### config.mk
export PLATFORM = sky130hd
export DESIGN_NAME = credit_token_bucket_priority_queue
export DESIGN_NICKNAME = d
export VERILOG_FILES = /design/src/rtl/core/ctbpq_pkg.sv /design/src/rtl/core/ctbpq_ram.sv /design/src/rtl/core/ctbpq_ctrl.sv /design/src/rtl/core/ctbpq_dp.sv /design/src/rtl/core/credit_token_bucket_priority_queue.sv
export SDC_FILE = /design/constraint.sdc
export NUM_CORES = 1
export LEC_CHECK = 0
export BUFFER_PORTS_ARGS = -buffer_cell sky130_fd_sc_hd__buf_2
export CORE_MARGIN = 4
export CORE_UTILIZATION = 55
export CTS_CLUSTER_SIZE = 8
export DETAILED_ROUTE_END_ITERATION = 7
export GPL_TIMING_DRIVEN = 0
export PLACE_DENSITY = 0.79
export SLEW_MARGIN = 10
export SYNTH_ARGS = -nofsm -noshare
export SYNTH_HDL_FRONTEND = slang
export SYNTH_HIERARCHICAL = 1
export SYNTH_SLANG_ARGS = --single-unit
### constraint.sdc
create_clock -name clk -period 13.8 [get_ports clk]
set_input_delay 3.45 -clock clk [delete_from_list [all_inputs] [get_ports clk]]
set_output_delay 3.45 -clock clk [all_outputs]
set_load 0.01 [all_outputs]
### src/rtl/core/ctbpq_pkg.sv
// Shared types, codes and widths for the credit token bucket priority queue.
package ctbpq_pkg;

    localparam int SIZE_W  = 11;
    localparam int BYTES_W = 16;
    localparam int CFG_W   = 16;
    localparam int TOKEN_W = 24;
    localparam int FRAC_W  = 8;
    localparam int REQ_W   = 2;
    localparam int CHOICE_W = 2;
    localparam int CFG_ADDR_W = 2;

    localparam int IN_DATA_W  = 16;
    localparam int OUT_DATA_W = 48;

    localparam int FIFO_DEPTH_DEF = 64;

    // Request codes
    localparam logic [REQ_W-1:0] REQ_TICK    = 2'd0;
    localparam logic [REQ_W-1:0] REQ_ARRIVE  = 2'd1;
    localparam logic [REQ_W-1:0] REQ_DEQUEUE = 2'd2;

    // Serve codes
    localparam logic [CHOICE_W-1:0] SERVE_NONE   = 2'd0;
    localparam logic [CHOICE_W-1:0] SERVE_CREDIT = 2'd1;
    localparam logic [CHOICE_W-1:0] SERVE_DATA   = 2'd2;

    // Configuration register indexes
    localparam logic [CFG_ADDR_W-1:0] CFG_BYTE_LIMIT    = 2'd0;
    localparam logic [CFG_ADDR_W-1:0] CFG_BUCKET_DEPTH  = 2'd1;
    localparam logic [CFG_ADDR_W-1:0] CFG_TOKENS_PER_TICK = 2'd2;

    localparam logic [CFG_W-1:0] BYTE_LIMIT_RST      = 16'd4096;
    localparam logic [CFG_W-1:0] BUCKET_DEPTH_RST    = 16'd2048;
    localparam logic [CFG_W-1:0] TOKENS_PER_TICK_RST = 16'd256;

    typedef struct packed {
        logic load;    // latch the incoming item
        logic commit;  // update state and load the result register
    } ctbpq_cmd_t;

    typedef struct packed {
        logic out_free;  // result register empty or being taken this cycle
    } ctbpq_stat_t;

endpackage

### src/rtl/core/ctbpq_ram.sv
// Generic single-write, single-read RAM with registered read data.
module ctbpq_ram #(
    parameter int WIDTH = 8,
    parameter int DEPTH = 64
) (
    input  logic                                   clk,
    input  logic                                   wr_en,
    input  logic [((DEPTH > 1) ? $clog2(DEPTH) : 1)-1:0] wr_addr,
    input  logic [WIDTH-1:0]                       wr_data,
    input  logic [((DEPTH > 1) ? $clog2(DEPTH) : 1)-1:0] rd_addr,
    output logic [WIDTH-1:0]                       rd_data
);

    logic [WIDTH-1:0] mem [DEPTH];
    logic [WIDTH-1:0] rd_data_reg;

    always_ff @(posedge clk)
    begin
        if (wr_en)
        begin
            mem[wr_addr] <= wr_data;
        end
        rd_data_reg <= mem[rd_addr];
    end

    assign rd_data = rd_data_reg;

endmodule

### src/rtl/core/ctbpq_ctrl.sv
// Controller: sequences one item through latch and execute.
module ctbpq_ctrl (
    input  logic                   clk,
    input  logic                   rst_n,
    input  logic                   in_valid,
    output logic                   in_ready,
    input  ctbpq_pkg::ctbpq_stat_t stat,
    output ctbpq_pkg::ctbpq_cmd_t  cmd
);
    import ctbpq_pkg::*;

    typedef enum logic {
        ST_IDLE,
        ST_EXEC
    } state_t;

    state_t state_reg, state_next;
    logic   in_ready_reg;

    always_comb
    begin
        cmd.load   = in_ready_reg && in_valid;
        cmd.commit = (state_reg == ST_EXEC) && stat.out_free;
        state_next = state_reg;
        unique case (state_reg)
            ST_IDLE:
            begin
                if (cmd.load)
                begin
                    state_next = ST_EXEC;
                end
            end
            ST_EXEC:
            begin
                // hold while the result register is still occupied
                if (cmd.commit)
                begin
                    state_next = ST_IDLE;
                end
            end
            default:
            begin
                state_next = ST_IDLE;
            end
        endcase
    end

    always_ff @(posedge clk or negedge rst_n)
    begin
        if (!rst_n)
        begin
            state_reg    <= ST_IDLE;
            in_ready_reg <= 1'b1;
        end
        else
        begin
            state_reg    <= state_next;
            in_ready_reg <= (state_next == ST_IDLE);
        end
    end

    assign in_ready = in_ready_reg;

endmodule

### src/rtl/core/ctbpq_dp.sv
// Datapath: size FIFO, byte total, token bucket, config and result register.
module ctbpq_dp #(
    parameter int FIFO_DEPTH = ctbpq_pkg::FIFO_DEPTH_DEF
) (
    input  logic                                  clk,
    input  logic                                  rst_n,
    input  ctbpq_pkg::ctbpq_cmd_t                 cmd,
    output ctbpq_pkg::ctbpq_stat_t                stat,
    input  logic [ctbpq_pkg::REQ_W-1:0]           in_req_type,
    input  logic [ctbpq_pkg::SIZE_W-1:0]          in_credit_size,
    input  logic                                  in_data_waiting,
    input  logic                                  cfg_we,
    input  logic [ctbpq_pkg::CFG_ADDR_W-1:0]      cfg_addr,
    input  logic [ctbpq_pkg::CFG_W-1:0]           cfg_wdata,
    output logic                                  out_valid,
    input  logic                                  out_ready,
    output logic                                  out_credit_dropped,
    output logic [ctbpq_pkg::CHOICE_W-1:0]        out_serve_choice,
    output logic [ctbpq_pkg::SIZE_W-1:0]          out_served_size,
    output logic [ctbpq_pkg::SIZE_W-1:0]          out_token_shortfall,
    output logic [ctbpq_pkg::BYTES_W-1:0]         out_credit_bytes_queued
);
    import ctbpq_pkg::*;

    localparam int AW = (FIFO_DEPTH > 1) ? $clog2(FIFO_DEPTH) : 1;
    localparam int CW = $clog2(FIFO_DEPTH + 1);
    localparam int WHOLE_W = TOKEN_W - FRAC_W;

    // latched item
    logic [REQ_W-1:0]  req_reg;
    logic [SIZE_W-1:0] size_reg;
    logic              data_reg;

    // config
    logic [CFG_W-1:0] limit_reg, depth_reg, rate_reg;

    // queue and bucket state
    logic [AW-1:0]      head_reg, head_next, tail_reg, tail_next;
    logic [CW-1:0]      count_reg, count_next;
    logic [BYTES_W-1:0] bytes_reg, bytes_next;
    logic [TOKEN_W-1:0] token_reg, token_next;

    // result register
    logic                out_valid_reg;
    logic                dropped_reg, dropped_next;
    logic [CHOICE_W-1:0] choice_reg, choice_next;
    logic [SIZE_W-1:0]   served_reg, served_next;
    logic [SIZE_W-1:0]   short_reg, short_next;
    logic [BYTES_W-1:0]  queued_reg;

    logic [SIZE_W-1:0]    head_size;
    logic                 fifo_wr;
    logic                 fifo_full, fifo_have;
    logic [BYTES_W:0]     bytes_sum;
    logic [TOKEN_W:0]     tick_level;
    logic [WHOLE_W-1:0]   whole;
    logic                 covered;

    ctbpq_ram #(
        .WIDTH (SIZE_W),
        .DEPTH (FIFO_DEPTH)
    ) u_size_ram (
        .clk     (clk),
        .wr_en   (fifo_wr),
        .wr_addr (tail_reg),
        .wr_data (size_reg),
        .rd_addr (head_reg),
        .rd_data (head_size)
    );

    always_comb
    begin
        fifo_full  = (count_reg == CW'(FIFO_DEPTH));
        fifo_have  = (count_reg != '0);
        bytes_sum  = {1'b0, bytes_reg} + (BYTES_W+1)'(size_reg);
        tick_level = {1'b0, token_reg} + (TOKEN_W+1)'(rate_reg);
        whole      = token_reg[TOKEN_W-1:FRAC_W];
        covered    = whole >= WHOLE_W'(head_size);

        head_next    = head_reg;
        tail_next    = tail_reg;
        count_next   = count_reg;
        bytes_next   = bytes_reg;
        token_next   = token_reg;
        fifo_wr      = 1'b0;
        dropped_next = 1'b0;
        choice_next  = SERVE_NONE;
        served_next  = '0;
        short_next   = '0;

        if (cmd.commit)
        begin
            unique case (req_reg)
                REQ_TICK:
                begin
                    // cap the whole part at the bucket depth, keep the fraction
                    if (tick_level[TOKEN_W:FRAC_W] > (WHOLE_W+1)'(depth_reg))
                    begin
                        token_next = {depth_reg, tick_level[FRAC_W-1:0]};
                    end
                    else
                    begin
                        token_next = tick_level[TOKEN_W-1:0];
                    end
                end
                REQ_ARRIVE:
                begin
                    if (fifo_full || (bytes_sum > (BYTES_W+1)'(limit_reg)))
                    begin
                        dropped_next = 1'b1;
                    end
                    else
                    begin
                        fifo_wr    = 1'b1;
                        tail_next  = (tail_reg == AW'(FIFO_DEPTH - 1)) ? '0 : tail_reg + 1'b1;
                        count_next = count_reg + 1'b1;
                        bytes_next = bytes_sum[BYTES_W-1:0];
                    end
                end
                REQ_DEQUEUE:
                begin
                    if (fifo_have && covered)
                    begin
                        choice_next = SERVE_CREDIT;
                        served_next = head_size;
                        token_next  = token_reg - {{(WHOLE_W-SIZE_W){1'b0}}, head_size,
                                                   {FRAC_W{1'b0}}};
                        head_next   = (head_reg == AW'(FIFO_DEPTH - 1)) ? '0 : head_reg + 1'b1;
                        count_next  = count_reg - 1'b1;
                        bytes_next  = (bytes_reg >= BYTES_W'(head_size)) ?
                                      bytes_reg - BYTES_W'(head_size) : '0;
                    end
                    else if (data_reg)
                    begin
                        choice_next = SERVE_DATA;
                    end
                    else if (fifo_have)
                    begin
                        // whole is below head_size here, so the low bits suffice
                        short_next = head_size - whole[SIZE_W-1:0];
                    end
                end
                default:
                begin
                end
            endcase
        end
    end

    always_ff @(posedge clk or negedge rst_n)
    begin
        if (!rst_n)
        begin
            head_reg      <= '0;
            tail_reg      <= '0;
            count_reg     <= '0;
            bytes_reg     <= '0;
            token_reg     <= '0;
            limit_reg     <= BYTE_LIMIT_RST;
            depth_reg     <= BUCKET_DEPTH_RST;
            rate_reg      <= TOKENS_PER_TICK_RST;
            out_valid_reg <= 1'b0;
        end
        else
        begin
            head_reg  <= head_next;
            tail_reg  <= tail_next;
            count_reg <= count_next;
            bytes_reg <= bytes_next;
            token_reg <= token_next;
            if (cfg_we)
            begin
                unique case (cfg_addr)
                    CFG_BYTE_LIMIT:      limit_reg <= cfg_wdata;
                    CFG_BUCKET_DEPTH:    depth_reg <= cfg_wdata;
                    CFG_TOKENS_PER_TICK: rate_reg  <= cfg_wdata;
                    default:
                    begin
                    end
                endcase
            end
            if (cmd.commit)
            begin
                out_valid_reg <= 1'b1;
            end
            else if (out_ready)
            begin
                out_valid_reg <= 1'b0;
            end
        end
    end

    always_ff @(posedge clk)
    begin
        if (cmd.load)
        begin
            req_reg  <= in_req_type;
            size_reg <= in_credit_size;
            data_reg <= in_data_waiting;
        end
        if (cmd.commit)
        begin
            dropped_reg <= dropped_next;
            choice_reg  <= choice_next;
            served_reg  <= served_next;
            short_reg   <= short_next;
            queued_reg  <= bytes_next;
        end
    end

    assign stat.out_free = !out_valid_reg || out_ready;

    assign out_valid               = out_valid_reg;
    assign out_credit_dropped      = dropped_reg;
    assign out_serve_choice        = choice_reg;
    assign out_served_size         = served_reg;
    assign out_token_shortfall     = short_reg;
    assign out_credit_bytes_queued = queued_reg;

endmodule

### src/rtl/core/credit_token_bucket_priority_queue.sv
// Credit shaper top level: token bucket over a credit FIFO; a covered credit has priority over data.
//
// Input stream s_axis: one item per request. tuser carries the request kind
// (tick, credit arrival, dequeue); tdata carries the credit size and the
// data-waiting flag. Every item yields exactly one result item on m_axis:
// drop flag, serve choice, served size, token shortfall and the credit byte
// total after the item.
// An item is latched on acceptance and then executed, once the head entry of
// the size RAM (registered read) is available and the output register is free.
// The result appears on m_axis the cycle after execution, and the next item
// may be accepted in that same cycle; only one item is in flight at a time, so
// a new item is not taken before the last one has executed.
// When the receiver stalls, the finished result is held in the output
// register and one more item is accepted and latched; it waits in execute,
// with s_axis_tready low, until the output register frees.
// Reset clears the FIFO pointers, byte total and token level, and returns the
// configuration registers to their defaults; the size RAM needs no clearing.
// Configuration is written through cfg_we/cfg_addr/cfg_wdata; the user must do so while idle, unchecked by the block.
module credit_token_bucket_priority_queue #(
    parameter int FIFO_DEPTH = ctbpq_pkg::FIFO_DEPTH_DEF
) (
    input  logic                                  clk,
    input  logic                                  rst_n,
    input  logic                                  s_axis_tvalid,
    output logic                                  s_axis_tready,
    // [10:0] credit_size, [11] data_waiting, [15:12] zero
    input  logic [ctbpq_pkg::IN_DATA_W-1:0]       s_axis_tdata,
    // [1:0] req_type
    input  logic [ctbpq_pkg::REQ_W-1:0]           s_axis_tuser,
    output logic                                  m_axis_tvalid,
    input  logic                                  m_axis_tready,
    // [0] credit_dropped, [2:1] serve_choice, [13:3] served_size,
    // [24:14] token_shortfall, [40:25] credit_bytes_queued, [47:41] zero
    output logic [ctbpq_pkg::OUT_DATA_W-1:0]      m_axis_tdata,
    input  logic                                  cfg_we,
    input  logic [ctbpq_pkg::CFG_ADDR_W-1:0]      cfg_addr,
    input  logic [ctbpq_pkg::CFG_W-1:0]           cfg_wdata
);
    import ctbpq_pkg::*;

    ctbpq_cmd_t  cmd;
    ctbpq_stat_t stat;

    logic                credit_dropped;
    logic [CHOICE_W-1:0] serve_choice;
    logic [SIZE_W-1:0]   served_size;
    logic [SIZE_W-1:0]   token_shortfall;
    logic [BYTES_W-1:0]  credit_bytes_queued;

    ctbpq_ctrl u_ctrl (
        .clk      (clk),
        .rst_n    (rst_n),
        .in_valid (s_axis_tvalid),
        .in_ready (s_axis_tready),
        .stat     (stat),
        .cmd      (cmd)
    );

    ctbpq_dp #(
        .FIFO_DEPTH (FIFO_DEPTH)
    ) u_dp (
        .clk                     (clk),
        .rst_n                   (rst_n),
        .cmd                     (cmd),
        .stat                    (stat),
        .in_req_type             (s_axis_tuser),
        .in_credit_size          (s_axis_tdata[SIZE_W-1:0]),
        .in_data_waiting         (s_axis_tdata[SIZE_W]),
        .cfg_we                  (cfg_we),
        .cfg_addr                (cfg_addr),
        .cfg_wdata               (cfg_wdata),
        .out_valid               (m_axis_tvalid),
        .out_ready               (m_axis_tready),
        .out_credit_dropped      (credit_dropped),
        .out_serve_choice        (serve_choice),
        .out_served_size         (served_size),
        .out_token_shortfall     (token_shortfall),
        .out_credit_bytes_queued (credit_bytes_queued)
    );

    assign m_axis_tdata = {7'b0, credit_bytes_queued, token_shortfall, served_size,
                           serve_choice, credit_dropped};

    // one item in flight: ready drops after every acceptance
    assert property (@(posedge clk) disable iff (!rst_n)
        s_axis_tvalid && s_axis_tready |=> !s_axis_tready)
        else $error("item accepted while another is in flight");

    // a result never both drops a credit and serves something
    assert property (@(posedge clk) disable iff (!rst_n)
        m_axis_tvalid && credit_dropped |-> serve_choice == SERVE_NONE)
        else $error("drop and serve in one result");

    // shortfall only when nothing was served
    assert property (@(posedge clk) disable iff (!rst_n)
        m_axis_tvalid && (token_shortfall != '0) |->
            (serve_choice == SERVE_NONE) && (served_size == '0))
        else $error("shortfall reported alongside a serve");

    // a served size is reported only for a credit serve
    assert property (@(posedge clk) disable iff (!rst_n)
        m_axis_tvalid && (served_size != '0) |-> serve_choice == SERVE_CREDIT)
        else $error("served size without a credit serve");

endmodule

==> results of run 1 <==
-- cells in the mapped netlist, types with 8 or more instances --
master	instances	area, um^2
nand4_1	22	138
a221oi_1	21	184
dfxtp_1	11	220
nand2b_1	12	75.1
clkbuf_1	49	184
nor4_1	18	113
nand3_1	34	170
o21a_1	12	90.1
a32o_1	10	100
o22ai_1	16	100
mux2_2	40	450
xor2_1	16	140
o21ai_0	69	345
a211oi_1	27	203
nand2_1	112	420
mux2i_1	83	831
nor3_1	34	170
dfrtp_1	106	2650
a22oi_1	13	97.6
a31oi_1	10	62.6
a221o_1	14	140
and3_1	13	81.3
inv_1	87	327
a21o_1	22	165
xnor2_1	41	359
edfxtp_1	759	22800
buf_2	34	170
ha_1	101	1260
a31o_1	10	87.6
mux4_2	158	3560
a21oi_1	59	295
buf_4	18	135
buf_1	13	48.8
nor2b_1	34	213
o31ai_1	11	82.6
nor2_1	134	503
and2_1	8	50.1
-- critical path: stages, from the launching register on --
cell	delay (ps)
edfxtp_1	860
inv_1	150
fa_1	480
nor2b_1	200
o31ai_2	130
a211oi_1	510
nor2_1	170
nor2_1	160
xor2_1	290
ha_1	320
a21o_1	190
a21oi_1	130
o221ai_1	130
a22oi_1	240
nand4_1	330
or2_2	450
clkbuf_1	200
inv_1	250
nor2b_1	290
nand3_1	530
nor2_1	1110
-- power by group through the flow --
stage	Combinational, mW	Sequential, mW	Clock (mW)
2_1_floorplan	2.12	3.36	0
4_1_cts	3.11	3.32	2.67
6_report	3.15	3.32	2.63
3_5_place_dp	3.07	3.36	0
3_3_place_gp	2.86	3.43	0
5_1_grt	3.39	3.34	2.80
-- through the flow --
| stage | worst slack (ps) | area (um^2) | total power, mW | hold WS [ps] |
|---|---|---|---|---|
| after global routing | 5940 | 43900 | 9.52 | 504 |
| after CTS | 6420 | 43900 | 9.10 | 489 |
| after detailed placement | 5760 | 40500 | 6.43 | 477 |
| after floorplan | 6520 | 38400 | 5.48 | 447 |
| final | 6260 | 43900 | 9.11 | 485 |
| after global placement | 4800 | 39900 | 6.29 | 464 |
-- cell type report --
cell class / count / area share
plain buffers: 121 / 0.0141
clock buffers: 163 / 0.0731
clock inverters: 6 / 0.00308
inverters: 88 / 0.00753
multi-input cells: 1284 / 0.266
flip-flops and latches: 880 / 0.587
well taps: 931 / 0.0266
repair buffers: 107 / 0.0222
-- worst min path at each step --
stage                     slack, ps         startpoint                 to  cells after the start
after floorplan                 450  u_dp/token_reg[2]  u_dp/token_reg[2]                      2
after global placement          460  u_dp/token_reg[2]  u_dp/token_reg[2]                      2
after detailed placement        480  u_dp/token_reg[2]  u_dp/token_reg[2]                      2
after CTS                       490  u_dp/token_reg[2]  u_dp/token_reg[2]                      2
after global routing            500  u_dp/token_reg[2]  u_dp/token_reg[2]                      2
final                           490  u_dp/token_reg[4]  u_dp/token_reg[4]                      2
-- cells by family (layout without fill, tap and decap cells) --
kind of cell	after synthesis	after routing	share of synthesized area
other	1	7	0.0000978
buffers and inverters	209	485	0.0247
flip-flops	880	880	0.672
AO/OA/AOI/OAI	369	369	0.0686
multiplexers	282	282	0.127
XOR/XNOR	57	57	0.0130
AND/OR/NAND/NOR	462	462	0.0590
adder cells (fa/ha/maj)	107	107	0.0361
-- per-layer routing --
metal | routed length, um | up-vias | track usage
met5 | 27 | - | 0
met4 | 4450 | 4 | 0.108
met3 | 9020 | 278 | 0.0583
met2 | 47700 | 1302 | 0.437
met1 | 37100 | 11700 | 0.346
li1 | - | 9804 | -
==> metrics.txt, run 1 <==
gr usage total=0.265; CORE AREA=0.0688 mm^2; hpwl dp=65900 um; P_int=6.04 mW; grt ovf=0; Peak VDD IR=0.000153 V; Critical Path Fanout Max=14; CTS resizes=0; largest net degree at the start of global routing=66; Yosys reg bits=880; dpl cells=3411; Max Slew Vio Count=0; Reg2Reg Depth=20; status=finished clean; Mean Syn Cell Area=16.2 um^2; Iter 0 DRT Violations=2867; top_reg_cell synth=edfxtp_1; PD cells=208 mW/mm^2; CTS buffer count=120; ys async rst share=0.125; CTS Hold Buffers Added=0; fmax=133 MHz; FF-to-FF End=u_dp/u_size_ram/mem[14][5]; initial antenna violation count=3; First-pass DRT Iterations=5; Comb pwr share=0.346; clock latency on the worst-skew pair=710 ps; initial cell density of the core=0.557; setup repair after global routing missed its margin=false; HP Class=flip-flop to flip-flop; commonest cells after routing, fill and taps aside=edfxtp_1 (759), mux4_2 (158), nor2_1 (133); detailed-route via count=23100; routed len/inst=27.5 um; clock skew=74.9 ps; CTS max path bufs=3; crit path DAT=7850 ps; register area=0.0258 mm^2; Max-slew headroom=0.154; Die X-Extent=272 um; R2R Path Start=u_dp/size_reg[1]; Gate Count Post-Synth=2367; non-filler instance count after layout=3580; NetSw=3.06 mW; fin util=0.637; actual slew at the worst max-slew pin=1260 ps; Worst Setup SP=u_dp/size_reg[1]; Cell Rows=96; leak pwr=15.4 nW; CTS tree=built; crit path kind=flip-flop to flip-flop; area delta synth->final=14.4%; Largest register FFs=704; clock root buffer=clkbuf_16; Critical Path RT=14110 ps; first-pass GRT wire length=147000 um; vias per inst=6.46; Sequential Power Share=0.365; number of synthesized flops with an enable pin=759; Cell variety after synth=85; Die Height=272 um; Clock Power Share=0.289; GP Congestion=0.936; register area share after synthesis=0.672; Final ANT Viol Nets=0; I/O Buffers=79; I/O pin total=91; R2R Setup Slk=6260 ps; vias in the first global route=23400; share of layout cells above drive strength 1=0.198; Net Sw Frac=0.336; final wirelength=98300 um; Setup Fix Bufs, Post-CTS=0; TNS Setup=0 ps; max-cap violation count=0; Fin. Hold Viols=0; DRC=0; Total Die Area=0.0740 mm^2; most common cell after layout, fill and taps aside=edfxtp_1; Fillers=4700; Final Cycle Share=0.546; critical path endpoint=u_dp/u_size_ram/mem[14][5]; Worst Setup Start Kind=flip-flop; Setup-failing EPs final=0; Tmin final=7540 ps; area of the multi-input gates=0.0117 mm^2; antenna cells=0; Worst Setup End Kind=flip-flop; Ys Warns=6; CTS clock-pin slew for the worst setup and hold paths=50 ps; CTS sink cnt=880; Final #Nets=2750; Cell Area, Synth=0.0384 mm^2; H-tree levels=3
No activity file was read; power rests on OpenSTA's default activity.
==> inputs of run 2 (changes only) <==
ABC_AREA = 1   (was not set)
clock period = 7.05 ns   (was 13.8 ns; I/O delays follow)
==> metrics.txt, run 2 <==
status=finished with violations (was finished clean); failing checks=setup timing; H-tree levels=3 (unchanged); Net Sw Frac=0.414 (was 0.336); area leader, netlist=edfxtp_1 (unchanged); Fillers=5520 (was 4700); dpl cells=5088 (was 3411); commonest cells after routing, fill and taps aside=nand2_1 (1302), edfxtp_1 (759), nand3_1 (712) (was edfxtp_1 (759), mux4_2 (158), nor2_1 (133)); CTS clock-pin slew for the worst setup and hold paths=50 ps (about the same); commonest cells in the netlist=nand2_1 (1302), edfxtp_1 (759), nand3_1 (712), inv_1 (228), nor2_1 (185) (was edfxtp_1 (759), mux4_2 (158), nor2_1 (134), nand2_1 (112), dfrtp_1 (106)); Worst Slack Setup Final=-39.2 ps (was 6260 ps); number of synthesized flops with an enable pin=759 (unchanged); crit path cell chain=buf_16, ha_1, inv_1, fa_1, inv_1, nand3_1, nand2_1, nand2_1, nand3_1, a21oi_1, or2_2, nand2_1, o21ai_0, ha_1, and3_1, and3_1, nand3_1, nand2_1, nand3_1, nor2_2, clkbuf_1, nand4_1, nor2_1 (was inv_1, fa_1, nor2b_1, o31ai_2, a211oi_1, nor2_1, nor2_1, xor2_1, ha_1, a21o_1, a21oi_1, o221ai_1, a22oi_1, nand4_1, or2_2, clkbuf_1, inv_1, nor2b_1, nand3_1, nor2_1); P_int=11.8 mW (was 6.04 mW); adder and majority cell fraction of the synthesized area=0.0341 (was 0.0361); HP Class=flip-flop to flip-flop (unchanged); Fin. Hold Viols=0 (unchanged); Total Die Area=0.0781 mm^2 (was 0.0740 mm^2); largest net degree at the start of global routing=87 (was 66); simple-gate share of the synthesized area=0.238 (was 0.0590); share of layout cells above drive strength 1=0.111 (was 0.198); CTS tree=built (unchanged); Cell Area, Synth=0.0405 mm^2 (was 0.0384 mm^2); Final #Nets=4399 (was 2750); vias in the first global route=30500 (was 23400); initial cell density of the core=0.555 (was 0.557); top_reg_cell synth=edfxtp_1 (unchanged); actual slew at the worst max-slew pin=1210 ps (was 1260 ps); first-pass GRT wire length=181000 um (was 147000 um); most common cell after layout, fill and taps aside=nand2_1 (was edfxtp_1); clock skew=72.1 ps (was 74.9 ps); R2R Path Start=u_dp/size_reg[0] (was u_dp/size_reg[1]); DRC=0 (unchanged); Synth Area in Compound Gates=0.0350 (was 0.0686); Worst Hold End=u_dp/token_reg[3] (was u_dp/token_reg[4]); Hold Startpoint=u_dp/token_reg[3] (was u_dp/token_reg[4]); CTS buffer count=120 (unchanged); CTS max path bufs=3 (unchanged); Mean Syn Cell Area=10.1 um^2 (was 16.2 um^2); fmax=141 MHz (was 133 MHz); register area share after synthesis=0.636 (was 0.672); clock latency on the worst-skew pair=720 ps (was 710 ps); Comb pwr share=0.417 (was 0.346); I/O Buffers=79 (unchanged); Cell Rows=99 (was 96); First-pass DRT Iterations=7 (was 5); ys async rst share=0.125 (unchanged); Gate Count Post-Synth=3999 (was 2367); non-filler instance count after layout=5257 (was 3580); hpwl dp=85200 um (was 65900 um); area of the multi-input gates=0.0131 mm^2 (was 0.0117 mm^2); initial antenna violation count=2 (was 3); Max-slew headroom=0.191 (was 0.154); I/O pin total=91 (unchanged); multiplexer share of the synthesized area=0 (was 0.127); Final Cycle Share=1.01 (was 0.546); Tmin final=7090 ps (was 7540 ps); Area contributors post-synth=edfxtp_1 (56%), nand2_1 (12%), nand3_1 (8.8%) (was edfxtp_1 (59%), mux4_2 (9.3%), dfrtp_1 (6.9%)); NetSw=8.35 mW (was 3.06 mW); FF-to-FF End=u_dp/u_size_ram/mem[61][0] (was u_dp/u_size_ram/mem[14][5]); Setup-failing EPs final=22 (was 0); XOR/XNOR Fraction of Synth Area=0.0102 (was 0.0130); Final ANT Viol Nets=0 (unchanged); Worst Setup Start Kind=flip-flop (unchanged); max-cap violation count=0 (unchanged); crit path DAT=7400 ps (was 7850 ps); slowest CP cell=nor2_1 (unchanged); Peak VDD IR=0.000346 V (was 0.000153 V); gr usage total=0.306 (was 0.265); GP Congestion=1.05 (was 0.936); detailed-route via count=31800 (was 23100); clock root buffer=clkbuf_16 (unchanged); Yosys reg bits=880 (unchanged); area delta synth->final=14.9% (was 14.4%); CP bufs+invs=4 (was 3); final wirelength=122000 um (was 98300 um); Max Slew Vio Count=0 (unchanged); Clock Power Share=0.259 (was 0.289); Die X-Extent=279 um (was 272 um); Worst Setup End Kind=flip-flop (unchanged); Iter 0 DRT Violations=4258 (was 2867); CTS sink cnt=880 (unchanged); largest family of logic cells by synthesized area=simple AND/OR/NAND/NOR gates (was multiplexers); leak pwr=19.0 nW (was 15.4 nW); Post-DP Area=0.0431 mm^2 (was 0.0405 mm^2); PD cells=433 mW/mm^2 (was 208 mW/mm^2); vias per inst=6.04 (was 6.46); cell family with most CP delay=simple AND/OR/NAND/NOR gates (unchanged); critical path's largest stage delay=1120 ps (was 1110 ps); Reg2Reg Depth=23 (was 20); Critical Path RT=7360 ps (was 14110 ps); Layout Cell Area excl Fill=0.0466 mm^2 (was 0.0439 mm^2); register area=0.0258 mm^2 (unchanged); Ys Warns=6 (unchanged); CTS Hold Buffers Added=0 (unchanged); Cell variety after synth=52 (was 85); grt ovf=0 (unchanged); Sequential Power Share=0.324 (was 0.365); crit path kind=flip-flop to flip-flop (unchanged); R2R Setup Slk=-40 ps (was 6260 ps); area share of the largest cell type after synthesis=0.562 (was 0.594); setup repair after global routing missed its margin=true (was false); hold path cells=2 (unchanged); Critical Path Fanout Max=14 (unchanged); CORE AREA=0.0730 mm^2 (was 0.0688 mm^2); routed len/inst=23.1 um (was 27.5 um); count leader, synth=nand2_1 (was edfxtp_1); Largest register FFs=704 (unchanged); Die Height=279 um (was 272 um)
-- run 2: timing repair --
action | in CTS | in global routing
setup endpoints to repair | 0 | 521
buffers inserted | 0 | 0
gates resized for setup | 0 | 38
endpoints found under the hold margin | 0 | 0
-- run 2: area by class of cell --
cell class	instances	area share
antenna	1	0.0000537
clock buffer	161	0.0683
multi-input combinational	2691	0.280
timing repair buffer	124	0.0281
buffer	196	0.0210
clock inverter	7	0.00374
tap	959	0.0258
sequential	880	0.553
inverter	238	0.0192
-- run 2: routing by layer --
| metal | global-route usage | routed length [um] |
|---|---|---|
| met1 | 0.389 | 43600 |
| met2 | 0.491 | 55700 |
| met3 | 0.0595 | 13500 |
| met4 | 0.186 | 8750 |
| met5 | 0 | 13 |
-- run 2: power groups by stage --
stage	registers, mW	logic (mW)	clock network [mW]
2_1_floorplan	6.59	5.16	0
3_3_place_gp	6.82	7.45	0
3_5_place_dp	6.61	8.00	0
4_1_cts	6.52	8.11	5.24
5_1_grt	6.56	9.08	5.48
6_report	6.54	8.40	5.21
-- run 2: through the flow --
| stage | utilization | hold WS, ps | setup TNS, ps | setup slack [ps] | power [mW] |
|---|---|---|---|---|---|
| 3_5_place_dp | 0.591 | 478 | 0 | 183 | 14.6 |
| 2_1_floorplan | - | 453 | 0 | 1170 | 11.8 |
| 4_1_cts | 0.637 | 491 | 0 | 173 | 19.9 |
| 5_1_grt | 0.638 | 508 | -37940 | -266 | 21.1 |
| 6_report | 0.638 | 485 | -507 | -39.2 | 20.1 |
| 3_3_place_gp | 0.578 | 467 | -714770 | -1770 | 14.3 |
-- run 2: how the worst max path moves through the flow --
stage	from	cells past startpoint	endpoint	slack [ps]
4_1_cts	u_dp/size_reg[0]	23	u_dp/u_size_ram/mem[29][9]	170
6_report	u_dp/size_reg[0]	23	u_dp/u_size_ram/mem[61][0]	-40
2_1_floorplan	u_dp/size_reg[0]	21	u_dp/u_size_ram/mem[48][0]	1170
3_3_place_gp	u_dp/size_reg[1]	21	u_dp/u_size_ram/mem[54][5]	-1770
3_5_place_dp	u_dp/size_reg[0]	23	u_dp/u_size_ram/mem[29][7]	180
5_1_grt	u_dp/size_reg[0]	23	u_dp/u_size_ram/mem[23][4]	-270
-- run 2: cells by family after synthesis --
group | after synthesis
buffers and inverters | 434
other | 1
AND/OR/NAND/NOR | 2274
adder cells (fa/ha/maj) | 107
flip-flops | 880
AO/OA/AOI/OAI | 256
XOR/XNOR | 47
-- run 2: tightest hold or removal path, cell delays in order (launching register included) --
cell and delay, ps:
dfrtp_1 340, nand2_1 50, nand2_1 60
